### src/hrhp_pkg.sv
package hrhp_pkg;

	// Parser states, one-hot
	typedef enum logic [19:0] {
		PS_MSTART = 20'h00001,
		PS_METHOD = 20'h00002,
		PS_URI    = 20'h00004,
		PS_H      = 20'h00008,
		PS_T1     = 20'h00010,
		PS_T2     = 20'h00020,
		PS_P      = 20'h00040,
		PS_SLASH  = 20'h00080,
		PS_MAJ0   = 20'h00100,
		PS_MAJ    = 20'h00200,
		PS_MIN0   = 20'h00400,
		PS_MIN    = 20'h00800,
		PS_LF1    = 20'h01000,
		PS_LINE   = 20'h02000,
		PS_LWS    = 20'h04000,
		PS_NAME   = 20'h08000,
		PS_SP     = 20'h10000,
		PS_VALUE  = 20'h20000,
		PS_LF2    = 20'h40000,
		PS_LF3    = 20'h80000
	} parse_state_t;

	typedef enum logic [1:0] {
		STAT_MORE     = 2'd0,
		STAT_COMPLETE = 2'd1,
		STAT_ERROR    = 2'd2
	} status_t;

	typedef enum logic [2:0] {
		KIND_NONE   = 3'd0,
		KIND_METHOD = 3'd1,
		KIND_URI    = 3'd2,
		KIND_NEWHDR = 3'd3,
		KIND_NAME   = 3'd4,
		KIND_VALUE  = 3'd5
	} byte_kind_t;

	localparam logic ACT_CONSUME = 1'b0;
	localparam logic ACT_RESTART = 1'b1;

	localparam logic [7:0] CH_CR    = 8'h0D;
	localparam logic [7:0] CH_LF    = 8'h0A;
	localparam logic [7:0] CH_TAB   = 8'h09;
	localparam logic [7:0] CH_SPACE = 8'h20;
	localparam logic [7:0] CH_H     = 8'h48;
	localparam logic [7:0] CH_T     = 8'h54;
	localparam logic [7:0] CH_P     = 8'h50;
	localparam logic [7:0] CH_SLASH = 8'h2F;
	localparam logic [7:0] CH_DOT   = 8'h2E;
	localparam logic [7:0] CH_COLON = 8'h3A;
	localparam logic [7:0] CH_ZERO  = 8'h30;
	localparam logic [7:0] CH_NINE  = 8'h39;
	localparam logic [7:0] CH_DEL   = 8'd127;
	localparam logic [7:0] CH_CTL_MAX = 8'd31;

	localparam logic [15:0] ACC_MAX = 16'hFFFF;

	typedef struct packed {
		logic       action;
		logic [7:0] data_byte;
	} hrhp_in_t;

	typedef struct packed {
		logic [1:0]  status;
		logic [2:0]  byte_kind;
		logic [7:0]  byte_out;
		logic [15:0] version_major;
		logic [15:0] version_minor;
	} hrhp_out_t;

	// Parser context carried from one byte to the next
	typedef struct packed {
		parse_state_t pstate;
		logic         has_header;
		logic [15:0]  major;
		logic [15:0]  minor;
	} hrhp_ctx_t;

	function automatic logic is_ctl(input logic [7:0] c);
		return (c <= CH_CTL_MAX) || (c == CH_DEL);
	endfunction

	function automatic logic is_sep(input logic [7:0] c);
		logic r;
		case (c)
			8'h28, 8'h29, 8'h3C, 8'h3E, 8'h40,
			8'h2C, 8'h3B, 8'h3A, 8'h5C, 8'h22,
			8'h2F, 8'h5B, 8'h5D, 8'h3F, 8'h3D,
			8'h7B, 8'h7D, 8'h20, 8'h09: r = 1'b1;
			default: r = 1'b0;
		endcase
		return r;
	endfunction

	function automatic logic is_token(input logic [7:0] c);
		return !c[7] && !is_ctl(c) && !is_sep(c);
	endfunction

	function automatic logic is_digit(input logic [7:0] c);
		return (c >= CH_ZERO) && (c <= CH_NINE);
	endfunction

	function automatic logic is_lws(input logic [7:0] c);
		return (c == CH_SPACE) || (c == CH_TAB);
	endfunction

	// acc * 10 + digit, saturating at 16 bits
	function automatic logic [15:0] dec_push(input logic [15:0] acc, input logic [7:0] c);
		logic [19:0] v;
		logic [7:0]  d;
		d = c - CH_ZERO;
		v = {1'b0, acc, 3'b000} + {3'b000, acc, 1'b0} + {16'd0, d[3:0]};
		return (v > {4'd0, ACC_MAX}) ? ACC_MAX : v[15:0];
	endfunction

endpackage

### src/hrhp_step.sv
module hrhp_step (
	input  hrhp_pkg::hrhp_in_t  req,
	input  hrhp_pkg::hrhp_ctx_t ctx,
	output hrhp_pkg::hrhp_ctx_t ctx_next,
	output hrhp_pkg::hrhp_out_t res
);
	import hrhp_pkg::*;

	logic [7:0]   c;
	status_t      status;
	byte_kind_t   kind;
	parse_state_t ns;
	logic         hh;
	logic [15:0]  maj;
	logic [15:0]  mnr;

	assign c = req.data_byte;

	always_comb begin
		status = STAT_MORE;
		kind   = KIND_NONE;
		ns     = ctx.pstate;
		hh     = ctx.has_header;
		maj    = ctx.major;
		mnr    = ctx.minor;
		if (req.action == ACT_RESTART) begin
			ns = PS_MSTART;
			hh = 1'b0;
		end else begin
			unique case (ctx.pstate)
				PS_MSTART: begin
					if (is_token(c)) begin
						ns   = PS_METHOD;
						kind = KIND_METHOD;
					end else status = STAT_ERROR;
				end
				PS_METHOD: begin
					if (c == CH_SPACE) ns = PS_URI;
					else if (is_token(c)) kind = KIND_METHOD;
					else status = STAT_ERROR;
				end
				PS_URI: begin
					if (c == CH_SPACE) ns = PS_H;
					else if (is_ctl(c)) status = STAT_ERROR;
					else kind = KIND_URI;
				end
				PS_H:  if (c == CH_H) ns = PS_T1; else status = STAT_ERROR;
				PS_T1: if (c == CH_T) ns = PS_T2; else status = STAT_ERROR;
				PS_T2: if (c == CH_T) ns = PS_P; else status = STAT_ERROR;
				PS_P:  if (c == CH_P) ns = PS_SLASH; else status = STAT_ERROR;
				PS_SLASH: begin
					if (c == CH_SLASH) begin
						maj = '0;
						mnr = '0;
						ns  = PS_MAJ0;
					end else status = STAT_ERROR;
				end
				PS_MAJ0: begin
					if (is_digit(c)) begin
						maj = dec_push(ctx.major, c);
						ns  = PS_MAJ;
					end else status = STAT_ERROR;
				end
				PS_MAJ: begin
					if (c == CH_DOT) ns = PS_MIN0;
					else if (is_digit(c)) maj = dec_push(ctx.major, c);
					else status = STAT_ERROR;
				end
				PS_MIN0: begin
					if (is_digit(c)) begin
						mnr = dec_push(ctx.minor, c);
						ns  = PS_MIN;
					end else status = STAT_ERROR;
				end
				PS_MIN: begin
					if (c == CH_CR) ns = PS_LF1;
					else if (is_digit(c)) mnr = dec_push(ctx.minor, c);
					else status = STAT_ERROR;
				end
				PS_LF1: if (c == CH_LF) ns = PS_LINE; else status = STAT_ERROR;
				PS_LINE: begin
					if (c == CH_CR) ns = PS_LF3;
					else if (ctx.has_header && is_lws(c)) ns = PS_LWS;
					else if (is_token(c)) begin
						hh   = 1'b1;
						kind = KIND_NEWHDR;
						ns   = PS_NAME;
					end else status = STAT_ERROR;
				end
				PS_LWS: begin
					if (c == CH_CR) ns = PS_LF2;
					else if (is_lws(c)) ns = PS_LWS;
					else if (is_ctl(c)) status = STAT_ERROR;
					else begin
						ns   = PS_VALUE;
						kind = KIND_VALUE;
					end
				end
				PS_NAME: begin
					if (c == CH_COLON) ns = PS_SP;
					else if (is_token(c)) kind = KIND_NAME;
					else status = STAT_ERROR;
				end
				PS_SP: if (c == CH_SPACE) ns = PS_VALUE; else status = STAT_ERROR;
				PS_VALUE: begin
					if (c == CH_CR) ns = PS_LF2;
					else if (is_ctl(c)) status = STAT_ERROR;
					else kind = KIND_VALUE;
				end
				PS_LF2: if (c == CH_LF) ns = PS_LINE; else status = STAT_ERROR;
				PS_LF3: status = (c == CH_LF) ? STAT_COMPLETE : STAT_ERROR;
				default: status = STAT_ERROR;
			endcase
			// a rejected byte leaves the context untouched
			if (status == STAT_ERROR) ns = ctx.pstate;
		end
	end

	assign ctx_next.pstate     = ns;
	assign ctx_next.has_header = hh;
	assign ctx_next.major      = maj;
	assign ctx_next.minor      = mnr;

	assign res.status        = status;
	assign res.byte_kind     = kind;
	assign res.byte_out      = (kind != KIND_NONE) ? c : 8'd0;
	assign res.version_major = maj;
	assign res.version_minor = mnr;

endmodule

### src/http_request_header_parser_top.sv
// Pipeline: an accepted request byte is held in the input register, and its result is
//   then loaded into the result register, which drives the result handshake.
// Throughput: one byte per cycle when res_stall is low; the only loop is the parser
//   context register (state, header flag, version accumulators), updated once per byte.
// Reset (arst_n low, asynchronous): parser back to method start, header flag and
//   version accumulators cleared, both pipeline stages empty.
module http_request_header_parser_top (
	input  logic                clk,
	input  logic                arst_n,
	input  logic                hdr_valid,
	output logic                hdr_stall,
	input  hrhp_pkg::hrhp_in_t  hdr,
	output logic                res_valid,
	input  logic                res_stall,
	output hrhp_pkg::hrhp_out_t res
);
	import hrhp_pkg::*;

	// Stage 1: registered input request
	logic      vld_s1;
	hrhp_in_t  req_s1;

	// Stage 2: registered result
	logic      vld_s2;
	hrhp_out_t res_s2;

	// Parser context, advanced once per request leaving stage 1
	hrhp_ctx_t ctx_q;
	hrhp_ctx_t ctx_next;
	hrhp_out_t res_next;

	logic advance;
	logic take;

	// Stage 1 moves on whenever the result register is empty or being drained.
	assign advance   = vld_s1 && (!vld_s2 || !res_stall);
	assign hdr_stall = vld_s1 && !advance;
	assign take      = hdr_valid && !hdr_stall;

	hrhp_step u_step (
		.req      (req_s1),
		.ctx      (ctx_q),
		.ctx_next (ctx_next),
		.res      (res_next)
	);

	always_ff @(posedge clk or negedge arst_n) begin
		if (!arst_n) begin
			vld_s1 <= 1'b0;
		end else if (take) begin
			vld_s1 <= 1'b1;
		end else if (advance) begin
			vld_s1 <= 1'b0;
		end
	end

	always_ff @(posedge clk) begin
		if (take) begin
			req_s1 <= hdr;
		end
	end

	always_ff @(posedge clk or negedge arst_n) begin
		if (!arst_n) begin
			vld_s2 <= 1'b0;
		end else if (advance) begin
			vld_s2 <= 1'b1;
		end else if (!res_stall) begin
			vld_s2 <= 1'b0;
		end
	end

	always_ff @(posedge clk) begin
		if (advance) begin
			res_s2 <= res_next;
		end
	end

	// Context commits exactly when its request's result is captured.
	always_ff @(posedge clk or negedge arst_n) begin
		if (!arst_n) begin
			ctx_q.pstate     <= PS_MSTART;
			ctx_q.has_header <= 1'b0;
			ctx_q.major      <= '0;
			ctx_q.minor      <= '0;
		end else if (advance) begin
			ctx_q <= ctx_next;
		end
	end

	assign res_valid = vld_s2;
	assign res       = res_s2;

endmodule

### config.mk
export PLATFORM = sky130hd
export DESIGN_NAME = http_request_header_parser_top
export DESIGN_NICKNAME = d
export VERILOG_FILES = /design/src/hrhp_pkg.sv /design/src/hrhp_step.sv /design/src/http_request_header_parser_top.sv
export SDC_FILE = /design/constraint.sdc
export NUM_CORES = 1
export LEC_CHECK = 0
export BUFFER_PORTS_ARGS = -buffer_cell sky130_fd_sc_hd__buf_2
export CORE_MARGIN = 3
export CORE_UTILIZATION = 60
export CTS_CLUSTER_DIAMETER = 30
export DETAILED_ROUTE_END_ITERATION = 7
export GPL_TIMING_DRIVEN = 0
export PLACE_DENSITY = 0.83
export RECOVER_POWER = 100
export SLEW_MARGIN = 15
export SYNTH_ARGS = -nofsm -noshare
export SYNTH_HDL_FRONTEND = slang
export SYNTH_SLANG_ARGS = --single-unit
### constraint.sdc
create_clock -name clk -period 4.75 [get_ports clk]
set_input_delay 0 -clock clk [delete_from_list [all_inputs] [get_ports clk]]
set_output_delay 0 -clock clk [all_outputs]
set_load 0.005 [all_outputs]
Word level (Yosys, flattened, before mapping)
Index checks and enable logic that the tools add are counted.

storage, ports and cells
  bits in registers = 109
  bits of input ports = 13

operators by class
  reductions and logical operators = 34
  eq/ne operators = 69
  $lt $le $gt $ge = 5
  add/sub/neg operators = 5
  mux-type cells = 100

operator list
  cell                    count
  $mux W20                24
  $pmux W20 S18           1
  $mux W16                10
  $eq A8 B6 Y1 const B    13
  $pmux W16 S3            2
  $eq A8 B7 Y1 const B    10
  $mux W2                 26
  $ne A3 B2 Y1 const B    15
  $add A19 B17 Y20        2
  $add A20 B4 Y20         2
  $gt A20 B16 Y1 const B  2
  $pmux W2 S17            1
  $mux W3                 11
  $eq A8 B4 Y1 const B    3
  $mux W1                 24
  $pmux W3 S7             1
  $reduce_and A21 Y1      1
  $eq A20 B1 Y1 const B   1
  $eq A20 B10 Y1 const B  1
  $eq A20 B11 Y1 const B  1
  $eq A20 B12 Y1 const B  1
  $eq A20 B13 Y1 const B  1
  $eq A20 B14 Y1 const B  1
  $eq A20 B15 Y1 const B  1
  other kinds (32)        58

Longest topological paths before layout
  depth in word-level cells = 17
  gate-level depth with buffers = 12
  mapped depth without buffers = 11

By module
A second synthesis with hierarchy kept.

unflattened totals
  cell total of the unflattened synthesis = 932
  area, all modules = 9271.4 µm²

modules (own cells, without submodules)
  module                          area an instance (µm²)  cells each  seq. area each (µm²)  times used
  hrhp_step                       5338.9                  758         0.0                   1
  http_request_header_parser_top  3932.5                  174         2999.1                1

Least setup slack after synthesis
Ideal clock, no wire load.

  path kind = register to register
  from = register req_s1[3] (netlist bit)
  to = register res_s2 (netlist bit res[7]), data pin
  library setup time = 0.267 ns
  data required time = 4.483 ns
  path buffers = 1
  slack = 1.205 ns
  arrival time = 3.279 ns
  period minus slack after synthesis = 3.545 ns
  stages on the path, launching flop included = 12
  cells stage by stage = edfxtp_1 > fa_1 > fa_1 > a211oi_1 > nor2_1 > o31a_1 > a41oi_1 > mux2i_1 > o2111ai_1 > clkbuf_1 > o21ai_1 > o21ai_0

RTL lines
  item                    line                                  text
  from (decl)             http_request_header_parser_top.sv:21  hrhp_in_t req_s1;
  from (signal assigned)  http_request_header_parser_top.sv:59  req_s1 <= hdr;
  to (signal assigned)    http_request_header_parser_top.sv:75  res_s2 <= res_next;
  to (decl)               http_request_header_parser_top.sv:25  hrhp_out_t res_s2;

==> results.md <==
- Sequential cells were found to cover 38.1% of the synthesized design area.
- The number of antenna violations at the first check in global routing came to 0.
- The number of input and output port buffers inserted is 59.
- The critical path goes through fa_1, fa_1, a21oi_1, o211ai_1, a31oi_1, o21ai_0, mux2i_1, nand4_1, clkbuf_1, o31ai_1, o21ai_0.
- Summed over all cells, the static leakage comes to 4.01 nW.
- After floorplanning, the core was divided into 41 placement rows.
- The wire-length estimate of the detail-placed layout is 14900 µm.
- The number of non-filler instances in the completed layout is 1114.
- The global-route met1 utilization is 41.2%.
- The kind of start point of the critical path is a flop.
- TritonCTS created 9 clock buffers.
- The checks that failed: max-capacitance violations, max-slew violations.
- The die footprint is 14500 µm².
- The synthesized area per cell is 9.22 µm².
- The placeable core region is 12700 µm².
- TritonCTS built the clock tree.
- The count of yosys warnings during synthesis is 0.
- In this run, placement finished with an instance count of 1085.
- The total vias in the final route is 7180.
- The kind of critical path is flop to flop.
- In this run the horizontal extent of the chip is 121 µm.
- Max-cap violations in this run came to 3.
- The number of iterations in the first detailed-routing pass is 5.
- The proportion of register bits with asynchronous set or reset after synthesis is 50.5%.
- The final layout contains 1016 nets.
- After routing, the total negative slack on setup checks comes to 0 ns.
- met2 is the most crowded layer.
- The flip-flop and latch count after synthesis is 109.
- The clock passes through at most 2 buffers.
- The cell sitting at the root of the clock tree is a clkbuf_16.
- The DRC violation total after the first TritonRoute iteration is 735.
- The critical path runs through a total of 11 cells.
- Global routing used 29.0% of the available tracks across all layers.
- The deepest level of the CTS H-tree is 3.
- The total clock sinks is 109.
- Broken down by cell family, the worst path's largest delay share belongs to compound AO/OA/AOI/OAI gates.
- The number of antenna diodes in the final layout is 0.
- For this run, the slowest stage of the critical path takes 0.58 ns.
- The cell area that synthesis handed to floorplanning was 7870 µm².
- For the worst flop-to-flop path, the logic depth is 11.
- The first-pass GRT wire length is 33900 µm.
- The number of gates given a new drive strength after cts is 0.
- The pin count of the biggest net entering global routing is 56.
- The global-route track usage on met3 is 5.99%.
- The required time of the worst setup path is 4.83 ns.
- The number of global-route vias before repair is 6744.
- Yosys mapped the design onto 81 distinct sky130hd cell types.
- Data on the critical path arrives at its endpoint at 4.54 ns.
- Summed over all layers, the global routing overflow is 0.
- Setup violations remaining at the end of the flow were counted as 0.
- Routability-driven placement finished with a final weighted congestion of 0.944.
- The worst pin sits at a relative slew slack of -110%.
- The insertion delay to the later sink of the worst-skew pair is 0.36 ns.
- The maximum fanout count along the critical path is 10.
- Across the VDD grid, the largest voltage drop is 0.251 mV.
- For met2 alone, demand over resource in global routing was 44.7%.
- The dominant synthesized flop cell is edfxtp_1.
- Setup repair after global routing left no endpoint under its margin.
- Counting both buffers and inverters, the worst setup path holds a total of 1.
- Hold repair after CTS inserted 13 buffers.
- For this run, the top clock speed supported by timing is 224 MHz.
- The number of ports placed on the die boundary is 60.
- The worst hold path was traced through 2 stages.
- After detailed routing, the average wire length per cell comes to 18.6 µm.
- The worst hold-check path type is input port to flop.
- The initial standard-cell utilization of the core is 61.8%.
- The count of flip-flops with a built-in enable after synthesis is 54.
- In this run the remaining antenna-violating nets after routing total 0.
- From bottom edge to top edge, the die measures 121 µm.
- The max-slew violation count is 100.
- The final number of hold-violating endpoints is 0.
- After clock tree synthesis, the setup repair step added 0 buffers.
- In the synthesized netlist, the number of instances is 853.
- The overall power after layout is 0.00226 W.
- After detailed routing, the number of remaining DRC violations is 0.
- Compared with the post-synthesis result, the final layout area differs by 11.5%.
- Counting every net in the synthesized netlist gives 932.
- After layout, the worst path uses 93.9% of the clock period.
- The transition at the pin with the smallest max-transition slack is 3.15 ns.
- The clock skew after layout is 0.00878 ns.
- The flow ran to the end, but the final reports show violations.
- The ratio of cells with drive above 1 in the final layout is 7.64%.
- Power spread over the standard cell area amounts to 258 nW/µm².
- The cell with the biggest individual delay on the critical path is fa_1.
- Dividing the detail-routed via count by the number of cells gives 6.45.
- The aggregate routed wire length is 20800 µm.
- Clock-pin slew was measured on the worst setup and hold paths at 0.07 ns.
- Subtracting the final worst setup slack from the clock period gives 4.46 ns.
- STA classifies the critical path endpoint as a flop.
==> cells in the final DEF, fill, tap and decap left out, types with 14 or more instances in the layout <==
master    netlist  layout
a21o_1         37      37
a21oi_1        46      46
a22o_1         14      14
buf_2           5      37
clkbuf_1       29      58
dfrtp_1        54      54
edfxtp_1       54      54
ha_1           62      62
nand2_1       108     108
nand2b_1       20      20
nand3_1        17      18
nor2_1         46      46
nor3_1         15      15
nor4_1         14      16
o21ai_0        83      86
o31ai_1        17      17
xnor2_1        17      17
==> stage by stage <==
stage / utilization (%) / hold WS [ns] / cell area [µm²] / setup WS, ns
after global placement: 65.9 / 0.177 / 8380 / 0.450
after floorplan: - / -0.296 / 7870 / 1.20
after detailed placement: 66.0 / 0.110 / 8400 / 0.426
final: 68.9 / 0.358 / 8770 / 0.288
after CTS: 69.6 / 0.276 / 8860 / 0.397
after global routing: 68.9 / 0.353 / 8770 / 0.107
==> state kept, by name (all words and copies together) (netlist names) <==
signal and count:
vld_s1 1, req_s1 9, res 45, res_valid 1, ctx_q 53
==> area by class of cell <==
| cell class | count | area (µm²) |
|---|---|---|
| multi-input combinational | 692 | 4620 |
| fill | 1030 | 3950 |
| sequential | 109 | 3000 |
| timing repair buffer | 73 | 395 |
| clock buffer | 11 | 264 |
| tap | 172 | 215 |
| buffer | 39 | 168 |
| clock inverter | 5 | 61.3 |
| inverter | 13 | 48.8 |
==> worst reg2reg max path: stages (launching register included) <==
cell,delay (ns)
edfxtp_1,0.56
fa_1,0.59
fa_1,0.49
a21oi_1,0.26
o211ai_1,0.22
a31oi_1,0.31
o21ai_0,0.19
mux2i_1,0.19
nand4_1,0.49
clkbuf_1,0.40
o31ai_1,0.35
o21ai_0,0.16
==> cell families (layout without fill, tap and decap cells) <==
logic type / after synthesis / in the layout / share of synthesized area, %
muxes: 3 / 3 / 0.398
adders and majority gates: 66 / 66 / 10.9
and+or+nand+nor: 312 / 312 / 21.0
buffers and inverters: 52 / 141 / 2.85
AOI/OAI and AO/OA: 286 / 286 / 24.0
xor gates and xnor gates: 25 / 25 / 2.78
DFF: 109 / 109 / 38.1
==> synth_stat cells, types with 9 or more instances <==
cell,instances,area (µm²)
o31ai_1,17,128
nor2_1,46,173
dfrtp_1,54,1350
nand3_1,17,85.1
inv_1,13,48.8
nand2b_1,20,125
nor3_1,15,75.1
a22o_1,14,123
clkbuf_1,29,109
nor4_1,14,87.6
a21o_1,37,278
and2_1,15,93.8
o21ai_0,83,415
a21oi_1,46,230
a211oi_1,11,82.6
nor2b_1,10,62.6
ha_1,62,776
edfxtp_1,54,1620
xnor2_1,17,149
nand2_1,108,405
and3_1,9,56.3
==> power by group <==
group / internal [W] / switching [W] / total [W]
clock network: 0.000460 / 0.000357 / 0.000817
logic: 0.000131 / 0.000231 / 0.000362
registers: 0.00105 / 0.0000338 / 0.00108
==> final timing paths <==
kind	start	endpoint	slack [ns]
setup reg to reg	req_s1[3]	res[19]	0.29
setup / recovery	req_s1[3]	res[19]	0.29
max in group asynchronous	arst_n	ctx_q[50]	1.73
min in group asynchronous	arst_n	vld_s1	1.24
hold / removal	hdr[0]	req_s1[0]	0.36
hold reg to reg	vld_s1	res_valid	0.51
==> layer usage <==
layer	routed length, µm	vias to the layer above
met4	544	0
met3	1710	53
met5	0	-
li1	-	3418
met2	9450	339
met1	9070	3370
(Power assumes the default switching activity.)
